[config.mk]
export PLATFORM = sky130hd
export DESIGN_NAME = terminal_mux_control_status
export DESIGN_NICKNAME = d
export VERILOG_FILES = /design/src/rtl/tmcs_pkg.sv /design/src/rtl/tmcs_front.sv /design/src/rtl/tmcs_back.sv /design/src/rtl/terminal_mux_control_status.sv
export SDC_FILE = /design/constraint.sdc
export NUM_CORES = 1
export LEC_CHECK = 0
export BUFFER_PORTS_ARGS = -buffer_cell sky130_fd_sc_hd__buf_2
export CORE_MARGIN = 2
export CORE_UTILIZATION = 60
export DETAILED_ROUTE_END_ITERATION = 16
export GPL_TIMING_DRIVEN = 0
export PLACE_DENSITY = 0.78
export SLEW_MARGIN = 25
export SYNTH_ARGS = -nofsm -noshare
export SYNTH_HDL_FRONTEND = slang
export SYNTH_SLANG_ARGS = --single-unit
[constraint.sdc]
create_clock -name clk_i -period 3.9 [get_ports clk_i]
set_input_delay 0.78 -clock clk_i [delete_from_list [all_inputs] [get_ports clk_i]]
set_output_delay 0.78 -clock clk_i [all_outputs]
set_load 0.03 [all_outputs]
[src/rtl/tmcs_pkg.sv]
// Shared constants, types and helper functions of the terminal multiplexer control block.
`default_nettype none

package tmcs_pkg;

  localparam int NUM_LINES  = 16;
  localparam int RING_DEPTH = 16;

  localparam int CMD_W  = 3;
  localparam int WORD_W = 21;
  localparam int LINE_W = 4;
  localparam int CHAR_W = 7;
  localparam int RD_W   = 22;
  localparam int LVL_W  = 3;

  localparam int LINE_IDX_W = (NUM_LINES > 1) ? $clog2(NUM_LINES) : 1;
  localparam int RING_PTR_W = (RING_DEPTH > 1) ? $clog2(RING_DEPTH) : 1;
  localparam int ENTRY_W    = LINE_W + CHAR_W;

  localparam int Q_DEPTH = 2;
  localparam int Q_PTR_W = 1;
  localparam int Q_CNT_W = 2;

  localparam logic [CMD_W-1:0] CMD_CTRL_WR = 3'd0;
  localparam logic [CMD_W-1:0] CMD_STAT_RD = 3'd1;
  localparam logic [CMD_W-1:0] CMD_DATA_WR = 3'd2;
  localparam logic [CMD_W-1:0] CMD_DATA_RD = 3'd3;
  localparam logic [CMD_W-1:0] CMD_RX_CHAR = 3'd4;
  localparam logic [CMD_W-1:0] CMD_OUT_END = 3'd5;

  localparam logic [2:0] FN_SET_ODONE   = 3'd0;
  localparam logic [2:0] FN_START_OUT   = 3'd1;
  localparam logic [2:0] FN_STOP_IN     = 3'd2;
  localparam logic [2:0] FN_START_IN    = 3'd3;
  localparam logic [2:0] FN_STOP_OUT    = 3'd4;
  localparam logic [2:0] FN_START_OUT_S = 3'd5;
  localparam logic [2:0] FN_STOP_IN_S   = 3'd6;
  localparam logic [2:0] FN_START_IN_S  = 3'd7;

  localparam int BIT_CLR_IN = 3;
  localparam int BIT_MCLR   = 17;
  localparam int BIT_IRQ_EN = 20;
  localparam int FN_LSB     = 6;
  localparam int SEL_LSB    = 12;

  localparam logic [1:0] FLAG_OUT = 2'b01;
  localparam logic [1:0] FLAG_IN  = 2'b10;

  typedef enum logic [2:0] {
    OP_CTRL_WR,
    OP_STAT_RD,
    OP_DATA_WR,
    OP_DATA_RD,
    OP_RX_CHAR,
    OP_OUT_END,
    OP_NOP
  } op_e;

  typedef struct packed {
    op_e               op;
    logic [WORD_W-1:0] word;
    logic [LINE_W-1:0] line;
    logic [CHAR_W-1:0] rx_char;
    logic              line_ok;
    logic              sel_ok;
  } op_t;

  typedef struct packed {
    logic valid;
    op_t  item;
  } front_t;

  typedef struct packed {
    logic [RD_W-1:0]  read_word;
    logic             irq;
    logic [LVL_W-1:0] irq_level;
  } res_t;

  function automatic logic [RING_PTR_W-1:0] ring_next(input logic [RING_PTR_W-1:0] p);
    return (p == RING_PTR_W'(RING_DEPTH - 1)) ? '0 : p + 1'b1;
  endfunction

  function automatic logic line_in_range(input logic [LINE_W-1:0] l);
    return {1'b0, l} < (LINE_W + 1)'(NUM_LINES);
  endfunction

endpackage

`default_nettype wire

[src/rtl/tmcs_front.sv]
// Front end: accepts items, classifies them and holds them in a short queue for the back end.
`default_nettype none

module tmcs_front (
  input  wire                       clk_i,
  input  wire                       rst_ni,
  input  wire                       push_i,
  output logic                      full_o,
  input  wire [tmcs_pkg::CMD_W-1:0] command_i,
  input  wire [tmcs_pkg::WORD_W-1:0] write_word_i,
  input  wire [tmcs_pkg::LINE_W-1:0] line_i,
  input  wire [tmcs_pkg::CHAR_W-1:0] rx_char_i,
  output tmcs_pkg::front_t          front_o,
  input  wire                       take_i
);
  import tmcs_pkg::*;

  op_t                slot_q [Q_DEPTH];
  logic [Q_PTR_W-1:0] wr_ptr_q, wr_ptr_d;
  logic [Q_PTR_W-1:0] rd_ptr_q, rd_ptr_d;
  logic [Q_CNT_W-1:0] cnt_q, cnt_d;
  op_t                item;
  logic               push_fire;
  logic               pop_fire;

  always_comb begin
    item.word    = write_word_i;
    item.line    = line_i;
    item.rx_char = rx_char_i;
    item.line_ok = line_in_range(line_i);
    item.sel_ok  = line_in_range(write_word_i[SEL_LSB +: LINE_W]);
    case (command_i)
      CMD_CTRL_WR: item.op = OP_CTRL_WR;
      CMD_STAT_RD: item.op = OP_STAT_RD;
      CMD_DATA_WR: item.op = OP_DATA_WR;
      CMD_DATA_RD: item.op = OP_DATA_RD;
      CMD_RX_CHAR: item.op = OP_RX_CHAR;
      CMD_OUT_END: item.op = OP_OUT_END;
      default:     item.op = OP_NOP;
    endcase
  end

  assign full_o        = (cnt_q == Q_CNT_W'(Q_DEPTH));
  assign push_fire     = push_i & ~full_o;
  assign front_o.valid = (cnt_q != '0);
  assign front_o.item  = slot_q[rd_ptr_q];
  assign pop_fire      = front_o.valid & take_i;

  always_comb begin
    wr_ptr_d = wr_ptr_q;
    rd_ptr_d = rd_ptr_q;
    cnt_d    = cnt_q;
    if (push_fire) begin
      wr_ptr_d = wr_ptr_q + 1'b1;
    end
    if (pop_fire) begin
      rd_ptr_d = rd_ptr_q + 1'b1;
    end
    if (push_fire && !pop_fire) begin
      cnt_d = cnt_q + 1'b1;
    end else if (!push_fire && pop_fire) begin
      cnt_d = cnt_q - 1'b1;
    end
  end

  always_ff @(posedge clk_i or negedge rst_ni) begin
    if (!rst_ni) begin
      wr_ptr_q <= '0;
      rd_ptr_q <= '0;
      cnt_q    <= '0;
    end else begin
      wr_ptr_q <= wr_ptr_d;
      rd_ptr_q <= rd_ptr_d;
      cnt_q    <= cnt_d;
    end
  end

  always_ff @(posedge clk_i) begin
    if (push_fire) begin
      slot_q[wr_ptr_q] <= item;
    end
  end

endmodule

`default_nettype wire

[src/rtl/tmcs_back.sv]
// Back end: applies items to the line flags, status word and receive ring, and queues results.
`default_nettype none

module tmcs_back (
  input  wire                        clk_i,
  input  wire                        rst_ni,
  input  wire tmcs_pkg::front_t      front_i,
  output logic                       take_o,
  output logic                       empty_o,
  input  wire                        pop_i,
  output logic [tmcs_pkg::RD_W-1:0]  read_word_o,
  output logic                       irq_o,
  output logic [tmcs_pkg::LVL_W-1:0] irq_level_o
);
  import tmcs_pkg::*;

  logic [LVL_W-1:0]      chan_q, chan_d;
  logic                  in_done_q, in_done_d;
  logic                  out_done_q, out_done_d;
  logic [LINE_W-1:0]     fin_q, fin_d;
  logic                  irq_en_q, irq_en_d;
  logic [1:0]            flags_q [NUM_LINES];
  logic [1:0]            flags_d [NUM_LINES];
  logic [RING_PTR_W-1:0] rp_q, rp_d;
  logic [RING_PTR_W-1:0] wp_q, wp_d;
  logic [ENTRY_W-1:0]    ring_q [RING_DEPTH];
  logic                  ring_we;
  logic [ENTRY_W-1:0]    ring_rd;
  logic [RING_PTR_W-1:0] rp_nx;

  res_t                  res_slot_q [Q_DEPTH];
  logic [Q_PTR_W-1:0]    res_wr_q, res_rd_q;
  logic [Q_CNT_W-1:0]    res_cnt_q, res_cnt_d;
  res_t                  res;
  logic                  fire;
  logic                  pop_fire;

  logic [1:0]            setf, clrf;
  logic [LINE_IDX_W-1:0] sel_idx, line_idx;
  op_t                   it;

  assign it       = front_i.item;
  assign sel_idx  = it.word[SEL_LSB +: LINE_IDX_W];
  assign line_idx = it.line[LINE_IDX_W-1:0];
  assign ring_rd  = ring_q[rp_q];
  assign rp_nx    = ring_next(rp_q);

  assign take_o   = (res_cnt_q != Q_CNT_W'(Q_DEPTH));
  assign fire     = front_i.valid & take_o;
  assign empty_o  = (res_cnt_q == '0);
  assign pop_fire = pop_i & ~empty_o;

  always_comb begin
    chan_d        = chan_q;
    in_done_d     = in_done_q;
    out_done_d    = out_done_q;
    fin_d         = fin_q;
    irq_en_d      = irq_en_q;
    flags_d       = flags_q;
    rp_d          = rp_q;
    wp_d          = wp_q;
    ring_we       = 1'b0;
    setf          = '0;
    clrf          = '0;
    res.read_word = '0;
    if (fire) begin
      case (it.op)
        OP_CTRL_WR: begin
          if (it.word[BIT_MCLR]) begin
            chan_d     = '0;
            in_done_d  = 1'b0;
            out_done_d = 1'b0;
            fin_d      = '0;
            irq_en_d   = 1'b0;
            for (int i = 0; i < NUM_LINES; i++) begin
              flags_d[i] = '0;
            end
            rp_d = '0;
            wp_d = '0;
          end
          if (it.word[BIT_CLR_IN]) begin
            in_done_d = 1'b0;
            rp_d      = '0;
            wp_d      = '0;
          end
          case (it.word[FN_LSB +: 3])
            FN_SET_ODONE: out_done_d = 1'b1;
            FN_START_OUT: begin
              setf       = FLAG_OUT;
              out_done_d = 1'b0;
            end
            FN_STOP_IN:  clrf = FLAG_IN;
            FN_START_IN: setf = FLAG_IN;
            FN_STOP_OUT: begin
              clrf       = FLAG_OUT;
              out_done_d = 1'b0;
            end
            FN_START_OUT_S: setf = FLAG_OUT;
            FN_STOP_IN_S:   clrf = FLAG_IN;
            FN_START_IN_S:  setf = FLAG_IN;
            default:        setf = FLAG_IN;
          endcase
          if (it.sel_ok) begin
            flags_d[sel_idx] = (flags_d[sel_idx] | setf) & ~clrf;
          end
          chan_d = it.word[LVL_W-1:0];
        end
        OP_STAT_RD: begin
          res.read_word = {fin_q, 9'b0, out_done_q, 4'b0, in_done_q, chan_q};
        end
        OP_DATA_WR: begin
          if (it.word[BIT_IRQ_EN]) begin
            irq_en_d = 1'b1;
          end
        end
        OP_DATA_RD: begin
          if (rp_q != wp_q) begin
            res.read_word = {ring_rd[ENTRY_W-1 -: LINE_W], 11'b0, ring_rd[CHAR_W-1:0]};
            rp_d = rp_nx;
            if (rp_nx == wp_q) begin
              in_done_d = 1'b0;
            end
          end
        end
        OP_RX_CHAR: begin
          if (it.line_ok && ((flags_q[line_idx] & FLAG_IN) != '0)) begin
            ring_we   = 1'b1;
            wp_d      = ring_next(wp_q);
            in_done_d = 1'b1;
          end
        end
        OP_OUT_END: begin
          if (it.line_ok && ((flags_q[line_idx] & FLAG_OUT) != '0)) begin
            flags_d[line_idx] = flags_q[line_idx] & ~FLAG_OUT;
            fin_d             = it.line;
            out_done_d        = 1'b1;
          end
        end
        default: begin
        end
      endcase
    end
    res.irq       = irq_en_d & (in_done_d | out_done_d);
    res.irq_level = res.irq ? chan_d : '0;
  end

  always_comb begin
    res_cnt_d = res_cnt_q;
    if (fire && !pop_fire) begin
      res_cnt_d = res_cnt_q + 1'b1;
    end else if (!fire && pop_fire) begin
      res_cnt_d = res_cnt_q - 1'b1;
    end
  end

  always_ff @(posedge clk_i or negedge rst_ni) begin
    if (!rst_ni) begin
      chan_q     <= '0;
      in_done_q  <= 1'b0;
      out_done_q <= 1'b0;
      fin_q      <= '0;
      irq_en_q   <= 1'b0;
      for (int i = 0; i < NUM_LINES; i++) begin
        flags_q[i] <= '0;
      end
      rp_q      <= '0;
      wp_q      <= '0;
      res_wr_q  <= '0;
      res_rd_q  <= '0;
      res_cnt_q <= '0;
    end else begin
      chan_q     <= chan_d;
      in_done_q  <= in_done_d;
      out_done_q <= out_done_d;
      fin_q      <= fin_d;
      irq_en_q   <= irq_en_d;
      flags_q    <= flags_d;
      rp_q       <= rp_d;
      wp_q       <= wp_d;
      res_cnt_q  <= res_cnt_d;
      if (fire) begin
        res_wr_q <= res_wr_q + 1'b1;
      end
      if (pop_fire) begin
        res_rd_q <= res_rd_q + 1'b1;
      end
    end
  end

  always_ff @(posedge clk_i) begin
    if (ring_we) begin
      ring_q[wp_q] <= {it.line, it.rx_char};
    end
    if (fire) begin
      res_slot_q[res_wr_q] <= res;
    end
  end

  assign read_word_o = res_slot_q[res_rd_q].read_word;
  assign irq_o       = res_slot_q[res_rd_q].irq;
  assign irq_level_o = res_slot_q[res_rd_q].irq_level;

endmodule

`default_nettype wire

[src/rtl/terminal_mux_control_status.sv]
// Top level of the terminal multiplexer control and status block.
// Items enter through a queue-style port: an item transfers at a rising
// edge where push_i is high and full_o is low. Each item is a control
// write, status read, data write, data read, received character or
// output-end event, and it yields exactly one result.
// Results leave through a second queue-style port: while empty_o is low
// the oldest result is on read_word_o, irq_o and irq_level_o, and it
// transfers at a rising edge where pop_i is high.
// An item transferred at an input edge is registered in the front queue;
// the back end applies it once it heads that queue and the result queue
// has room, and registers its result there. One item per cycle is
// sustained while results drain, set by the back end's single state update.
// A two-entry queue sits between the front and back ends and another
// holds results. When the receiver stalls, up to two results wait, then
// the back end stops and the front queue fills; full_o rises after two
// more items.
// Reset clears the status word, line flags, interrupt enable and ring
// pointers; the receive ring contents are not cleared, and only entries
// written since are ever read.
`default_nettype none

module terminal_mux_control_status (
  input  wire                         clk_i,
  input  wire                         rst_ni,
  input  wire                         push_i,
  output logic                        full_o,
  input  wire [tmcs_pkg::CMD_W-1:0]   command_i,
  input  wire [tmcs_pkg::WORD_W-1:0]  write_word_i,
  input  wire [tmcs_pkg::LINE_W-1:0]  line_i,
  input  wire [tmcs_pkg::CHAR_W-1:0]  rx_char_i,
  output logic                        empty_o,
  input  wire                         pop_i,
  output logic [tmcs_pkg::RD_W-1:0]   read_word_o,
  output logic                        irq_o,
  output logic [tmcs_pkg::LVL_W-1:0]  irq_level_o
);
  import tmcs_pkg::*;

  front_t front;
  logic   take;

  tmcs_front u_front (
    .clk_i        (clk_i),
    .rst_ni       (rst_ni),
    .push_i       (push_i),
    .full_o       (full_o),
    .command_i    (command_i),
    .write_word_i (write_word_i),
    .line_i       (line_i),
    .rx_char_i    (rx_char_i),
    .front_o      (front),
    .take_i       (take)
  );

  tmcs_back u_back (
    .clk_i       (clk_i),
    .rst_ni      (rst_ni),
    .front_i     (front),
    .take_o      (take),
    .empty_o     (empty_o),
    .pop_i       (pop_i),
    .read_word_o (read_word_o),
    .irq_o       (irq_o),
    .irq_level_o (irq_level_o)
  );

endmodule

`default_nettype wire

# Word level (Yosys, flattened, before mapping)
# Memory sizes are Yosys's and may differ from the RTL's.
# Cells that the tools add are included.
[totals]
wordCells = 185
inputBits = 39
output_inout_bits = 28
register_bits = 58
memories = 3
ramBits = 298
[op_classes]
mux = 70
n_eq_ne = 28
n_addsub = 10
order_cmp = 4
reduce_logical = 29
n_bitwise = 12
[mem_list]
columns = ["memory", "depth", "width", "read_ports", "rd_ports_with_merged_regs", "wr", "line", "rtl"]
rows = [
  ["u_back.ring_q", 16, 11, 1, 0, 1, "tmcs_back.sv:26", "logic [ENTRY_W-1:0] ring_q [RING_DEPTH];"],
  ["u_front.slot_q", 2, 35, 1, 0, 1, "tmcs_front.sv:18", "op_t slot_q [Q_DEPTH];"],
  ["u_back.res_slot_q", 2, 26, 1, 0, 1, "tmcs_back.sv:31", "res_t res_slot_q [Q_DEPTH];"],
]
[op_table]
columns = ["op", "count"]
rows = [
  ["two-way mux 32 bit", 5],
  ["bitwise mux 32 bit", 2],
  ["case mux 32 bit (2 select lines)", 1],
  ["two-way mux 22 bit", 2],
  ["case mux 22 bit (2 select lines)", 1],
  ["two-way mux 2 bit", 14],
  ["two-way mux 4 bit", 7],
  ["== test 3 bit (second input constant)", 8],
  ["case mux 4 bit (2 select lines)", 3],
  ["two-way mux 1 bit", 21],
  ["== test 3 x 2 -> 1 bit (second input constant)", 6],
  ["case mux 3 bit (6 select lines)", 1],
  ["binary-select mux 2 bit (select 4 bit)", 2],
  ["demux 2 bit (select 4 bit)", 2],
  ["AND reduction 4 bit", 3],
  ["nonzero test 2 bit", 6],
  [">= comparator 5 bit (second input constant)", 2],
  ["< comparator 5 x 1 -> 1 bit (second input constant)", 2],
  ["NOT 4 -> 5 bit", 2],
  ["== test 3 x 1 -> 1 bit (second input constant)", 3],
  ["zero test 3 bit", 3],
  ["two-way mux 3 bit", 3],
  ["adder 4 x 1 -> 4 bit (second input constant)", 2],
  ["== test 4 bit (second input constant)", 2],
  ["24 further kinds", 50],
]

# Depth between registers and ports, before layout
# An unclocked memory read counts as a cell.
[logic_depth]
word_depth = 12
mapped_depth = 12
depth_no_buf = 8

# Hierarchy
# Synthesis repeated with hierarchy kept, for this count alone.
[unflattened]
hier_cells = 877
hier_area_um2 = 14590.2
[by_module_without_submodules]
columns = ["module", "cells_per_inst", "instances", "area_each_um2", "seq_area_each_um2"]
rows = [
  ["tmcs_back", 743, 1, 11680.0, 7597.3],
  ["tmcs_front", 134, 1, 2910.3, 2202.1],
]

# Worst setup path before layout
# No wires, ideal clock.
[synth_timing]
kind = "reg-to-reg"
from = "register u_front.rd_ptr_q"
to = "memory u_back.ring_q[3][0] (netlist name), enable pin"
n_path_buf = 2
stages_incl_launch_ff = 9
period_less_slack_ns = 2.885
arrival_ns = 2.492
path_slack_ns = 1.015
t_required_ns = 3.507
setup_time_ns = 0.393
path_cell_list = "dfrtp_1 > buf_6 > or3_1 > buf_2 > nand2_1 > a2111oi_1 > o2111ai_2 > nand4_1 > nor3_1"
[synth_via]
elab_chain_cells = 11
word_cells_on_any_way = 12
cone_classes = "eq/ne: 1; mux: 8; bitwise: 1; reduce/logical: 1; memory: 1"
[synth_rtl]
columns = ["item", "line", "rtl"]
rows = [
  ["start: declaration", "tmcs_front.sv:20", "logic [Q_PTR_W-1:0] rd_ptr_q, rd_ptr_d;"],
  ["start signal: assignment", "tmcs_front.sv:73", "rd_ptr_q <= rd_ptr_d;"],
  ["memory read (2 x 35 bit) (*)", "n/a", ""],
  ["NOT 4 -> 5 bit (implied by the code)", "tmcs_back.sv:126", "if (it.line_ok && ((flags_q[line_idx] & FLAG_IN) != '0)) begin"],
  ["binary-select mux 2 bit (select 4 bit)", "tmcs_back.sv:126", ""],
  ["two-way mux 2 bit (implied by the code) (2 in series)", "tmcs_back.sv:126", ""],
  ["logical AND 1 bit", "tmcs_back.sv:126", ""],
  ["two-way mux 1 bit", "tmcs_back.sv:126", ""],
  ["two-way mux 1 bit (*)", "tmcs_back.sv:67", "case (it.op)"],
  ["two-way mux 1 bit (*)", "tmcs_back.sv:66", "if (fire) begin"],
  ["two-way mux 1 bit (*)", "tmcs_back.sv:191", "if (ring_we) begin"],
  ["two-way mux 1 bit (implied by the code) (*)", "tmcs_back.sv:192", "ring_q[wp_q] <= {it.line, it.rx_char};"],
  ["end: declaration", "tmcs_back.sv:26", ""],
]
# Mark *: on every way between the ends. The rest lies on a longest branch, timed or not. The select of a mux whose other input is x is not followed.

# Final worst setup path
[layout_timing]
from = "memory u_front.slot_q[1][8] (netlist name)"
to = "memory u_back.ring_q[9][1] (netlist name), enable pin"
[layout_via]
elab_chain_cells = 11
[layout_rtl]
columns = ["item", "line"]
rows = [
  ["start: declaration", "tmcs_front.sv:18"],
  ["memory read (2 x 35 bit)", "n/a"],
  ["NOT 4 -> 5 bit (implied by the code)", "tmcs_back.sv:126"],
  ["binary-select mux 2 bit (select 4 bit)", "tmcs_back.sv:126"],
  ["two-way mux 2 bit (implied by the code) (2 in series)", "tmcs_back.sv:126"],
  ["logical AND 1 bit", "tmcs_back.sv:126"],
  ["two-way mux 1 bit", "tmcs_back.sv:126"],
  ["two-way mux 1 bit", "tmcs_back.sv:67"],
  ["two-way mux 1 bit", "tmcs_back.sv:66"],
  ["two-way mux 1 bit", "tmcs_back.sv:191"],
  ["two-way mux 1 bit (implied by the code)", "tmcs_back.sv:192"],
]
# Every way passes these cells. The select of a mux whose other input is x is not followed.

==> flow_metrics.env <==
export IMPL_dpl_instance_area_um2=15300
export IMPL_cts_resized=0
export IMPL_place_congestion=1.05
export IMPL_vias_per_cell=6.74
export IMPL_place_inst=1363
export IMPL_max_freq_ghz=0.266
export IMPL_period_needed_ns=3.76
export IMPL_r2r_cells=9
export IMPL_root_buffer="clkbuf_16"
export IMPL_status="finished, final reports clean"
export IMPL_reg2reg_to="u_back.ring_q[9][1]"
export IMPL_grt_pass1_vias=9352
export IMPL_grt_use_total_pct=31.4
export IMPL_end_kind="flip-flop"
export IMPL_syn_avg_cell_area_um2=14.8
export IMPL_r2r_start="u_front.slot_q[1][8]"
export IMPL_area_growth_pct=13.3
export IMPL_synth_warnings=0
export IMPL_stdcell_count=1425
export IMPL_place_port_buffers=48
export IMPL_drive_above_1_share_pct=23.7
export IMPL_die_width_um=160
export IMPL_htreeDepth=2
export IMPL_final_cell_mix="262 x edfxtp_1, 91 x nand2_1, 60 x buf_2, 58 x dfrtp_1, 55 x mux4_2"
export IMPL_finalCritPeriodShare_pct=96.5
export IMPL_detail_route_wl_per_cell_um=27.7
export IMPL_wl_mm=39.5
export IMPL_synth_distinct_cells=82
export IMPL_synth_cells=982
export IMPL_nets=1126
export IMPL_hp_class="in -> async"
export IMPL_ys_ff_latch=320
export IMPL_seq_area_um2=9320
export IMPL_required_ns=4.07
export IMPL_die_y_um=160
export IMPL_grt_overflow_total=0
export IMPL_maxSlewHeadroom_pct=25.0
export IMPL_swShare_pct=35.3
export IMPL_worstPathArrival_ns=3.93
export IMPL_cellPowerDensity_nw_per_um2=726
export IMPL_synth_top_area_share_pct=54.2
export IMPL_ant_nets=0
export IMPL_ff2ff_setup_slack_ns=0.14
export IMPL_final_common_cell="edfxtp_1"
export IMPL_first_pass_iters=6
export IMPL_seq_power_share_pct=40.8
export IMPL_cts_sinks=320
export IMPL_cts_buffer_depth=3
export IMPL_rows=56
export IMPL_drv_slew=0
export IMPL_pwr_share_comb_pct=31.4
export IMPL_clock_skew_final_ns=0.0131
export IMPL_dp_hpwl_mm=26.1
export IMPL_hold_violations=0
export IMPL_cts_inserted_buffers=34
export IMPL_fin_area_um2=16400
export IMPL_cp_max_fo=11
export IMPL_cts_tree="yes"
export IMPL_start_kind="flip-flop"
export IMPL_hold_buffers=0
export IMPL_netlist_top_cell_by_area="edfxtp_1"
export IMPL_endpoint="u_back.ring_q[9][1]"
export IMPL_setup_ws_ns=0.138
export IMPL_cts_setup_buffers=0
export IMPL_clk_latency_ns=0.52
export IMPL_ys_seq_area_share_pct=64.2
export IMPL_p_leak_uw=0.00576
export IMPL_core_area_um2=23600
export IMPL_synthTopCellsByArea="edfxtp_1 54%, dfrtp_1 10%, mux4_2 8.5%, nand2_1 2.4%, mux2_2 2.3%"
export IMPL_dp_worst_setup_slack_ns=0.0911
export IMPL_synth_flop_cell="edfxtp_1"
export IMPL_clkTransAtPathRegs_ns=0.06
export IMPL_p_int_uw=7720
export IMPL_crit_type="reg -> reg"
export IMPL_via_count=9604
export IMPL_initial_core_util_pct=61.5
export IMPL_synth_edf_count=262
export IMPL_antenna_found_initial=1
export IMPL_dieArea_um2=25400
export IMPL_timing_hold_ws_ns=0.358
export IMPL_diodes=0
export IMPL_ir_worst_vdd_mv=0.556
export IMPL_power_share_clock_pct=27.8
export IMPL_multi_input_area_um2=4850
export IMPL_grt_max_degree=59
export IMPL_p_sw_uw=4210
export IMPL_grt_pass1_wl_mm=59.0
export IMPL_synth_async_reset_ratio_pct=18.1
export IMPL_drcViolationCount=0
export IMPL_maxCapViolations=0
export IMPL_syn_area_um2=14500
export IMPL_tightest_slew_ns=1.09
export IMPL_finalSetupViolations=0
export IMPL_critPathLaunch="u_front.slot_q[1][8]"
export IMPL_fillers=1598
export IMPL_pin_count=67
export IMPL_drt_iter0_drc=1366
cell type report:
type,instances,share of cell area (%)
Multi-Input combinational cell,590,29.5
Tap cell,319,2.43
Clock buffer,44,5.66
Inverter,18,0.411
Sequential cell,320,56.7
Timing Repair Buffer,53,1.86
Buffer,63,2.12
Clock inverter,18,1.32
sequential cells by signal, indices dropped and copies added, names as in the netlist, 2 cells and up:
register	flops
u_back.fin_q	4
u_back.ring_q	176
u_back.chan_q	3
u_front.slot_q	54
u_back.rp_q	4
u_back.wp_q	4
u_back.res_slot_q	32
u_back.flags_q	32
u_back.res_cnt_q	2
u_front.cnt_q	2
cell families (layout without fill, tap and decap cells):
family,after synthesis,after routing,synth area share [%]
buf+inv,81,196,2.85
mux,94,94,11.6
other cells,1,10,0.0258
xor+xnor,18,18,1.09
compound gates,225,225,11.5
simple gates,236,236,8.17
flops,320,320,64.2
fa+ha+maj,7,7,0.604
layer usage:
| metal | GRT usage, % | up-vias | wire length (um) | share of wire [%] |
|---|---|---|---|---|
| met1 | 46.2 | 4743 | 15700 | 40 |
| met5 | 0 | - | 13 | 0.033 |
| met3 | 8.13 | 110 | 4850 | 12 |
| li1 | - | 4085 | - | - |
| met4 | 11.0 | 2 | 1440 | 3.7 |
| met2 | 46.1 | 664 | 17500 | 44 |
synth_stat cells, drive strengths merged, types with 10 or more instances:
library cell	instances
a22o	19
o22ai	31
and3	20
a22oi	12
clkbuf	27
a21boi	14
mux4	55
o32ai	10
nor2	46
nand2	91
dfrtp	58
xor2	11
o21ai	62
a31o	12
inv	16
nand3	10
buf	36
a21oi	10
edfxtp	262
nor2b	13
mux2	31
through the flow:
stage | setup TNS (ns) | power (uW) | utilization [%]
floorplan | 0 | 7270 | -
global placement | -6.40 | 8420 | 64.3
detailed placement | 0 | 8520 | 64.7
CTS | 0 | 11800 | 69.5
global route | -0.0350 | 12300 | 69.6
finish | 0 | 11900 | 69.6
worst min path at each step:
| stage | from | end | slack (ns) |
|---|---|---|---|
| 2_1_floorplan | u_front.cnt_q[1] | u_front.cnt_q[1] | 0.46 |
| 3_3_place_gp | u_front.cnt_q[1] | u_front.cnt_q[1] | 0.47 |
| 3_5_place_dp | u_front.cnt_q[1] | u_front.cnt_q[1] | 0.48 |
| 4_1_cts | rst_ni | u_back.rp_q[1] | 0.39 |
| 5_1_grt | rst_ni | u_back.chan_q[2] | 0.42 |
| 6_report | rst_ni | u_back.res_rd_q | 0.36 |
worst max-delay path, cell delays in order, from the launching register on:
cell	delay, ns
edfxtp_1	0.39
clkbuf_1	0.42
nand2_1	0.36
o22ai_1	0.26
a2111oi_1	0.09
o2111ai_2	0.51
and3_1	0.25
buf_2	0.21
clkbuf_1	0.35
and3_2	0.54
power by group through the flow:
stage	sequential, uW	combinational (uW)	clock (uW)
6_report	4870	3740	3320
5_1_grt	4900	3960	3460
4_1_cts	4840	3660	3340
3_5_place_dp	4900	3620	0
3_3_place_gp	4900	3520	0
2_1_floorplan	4760	2510	0
Note: power is estimated with default switching activity, not from simulation.
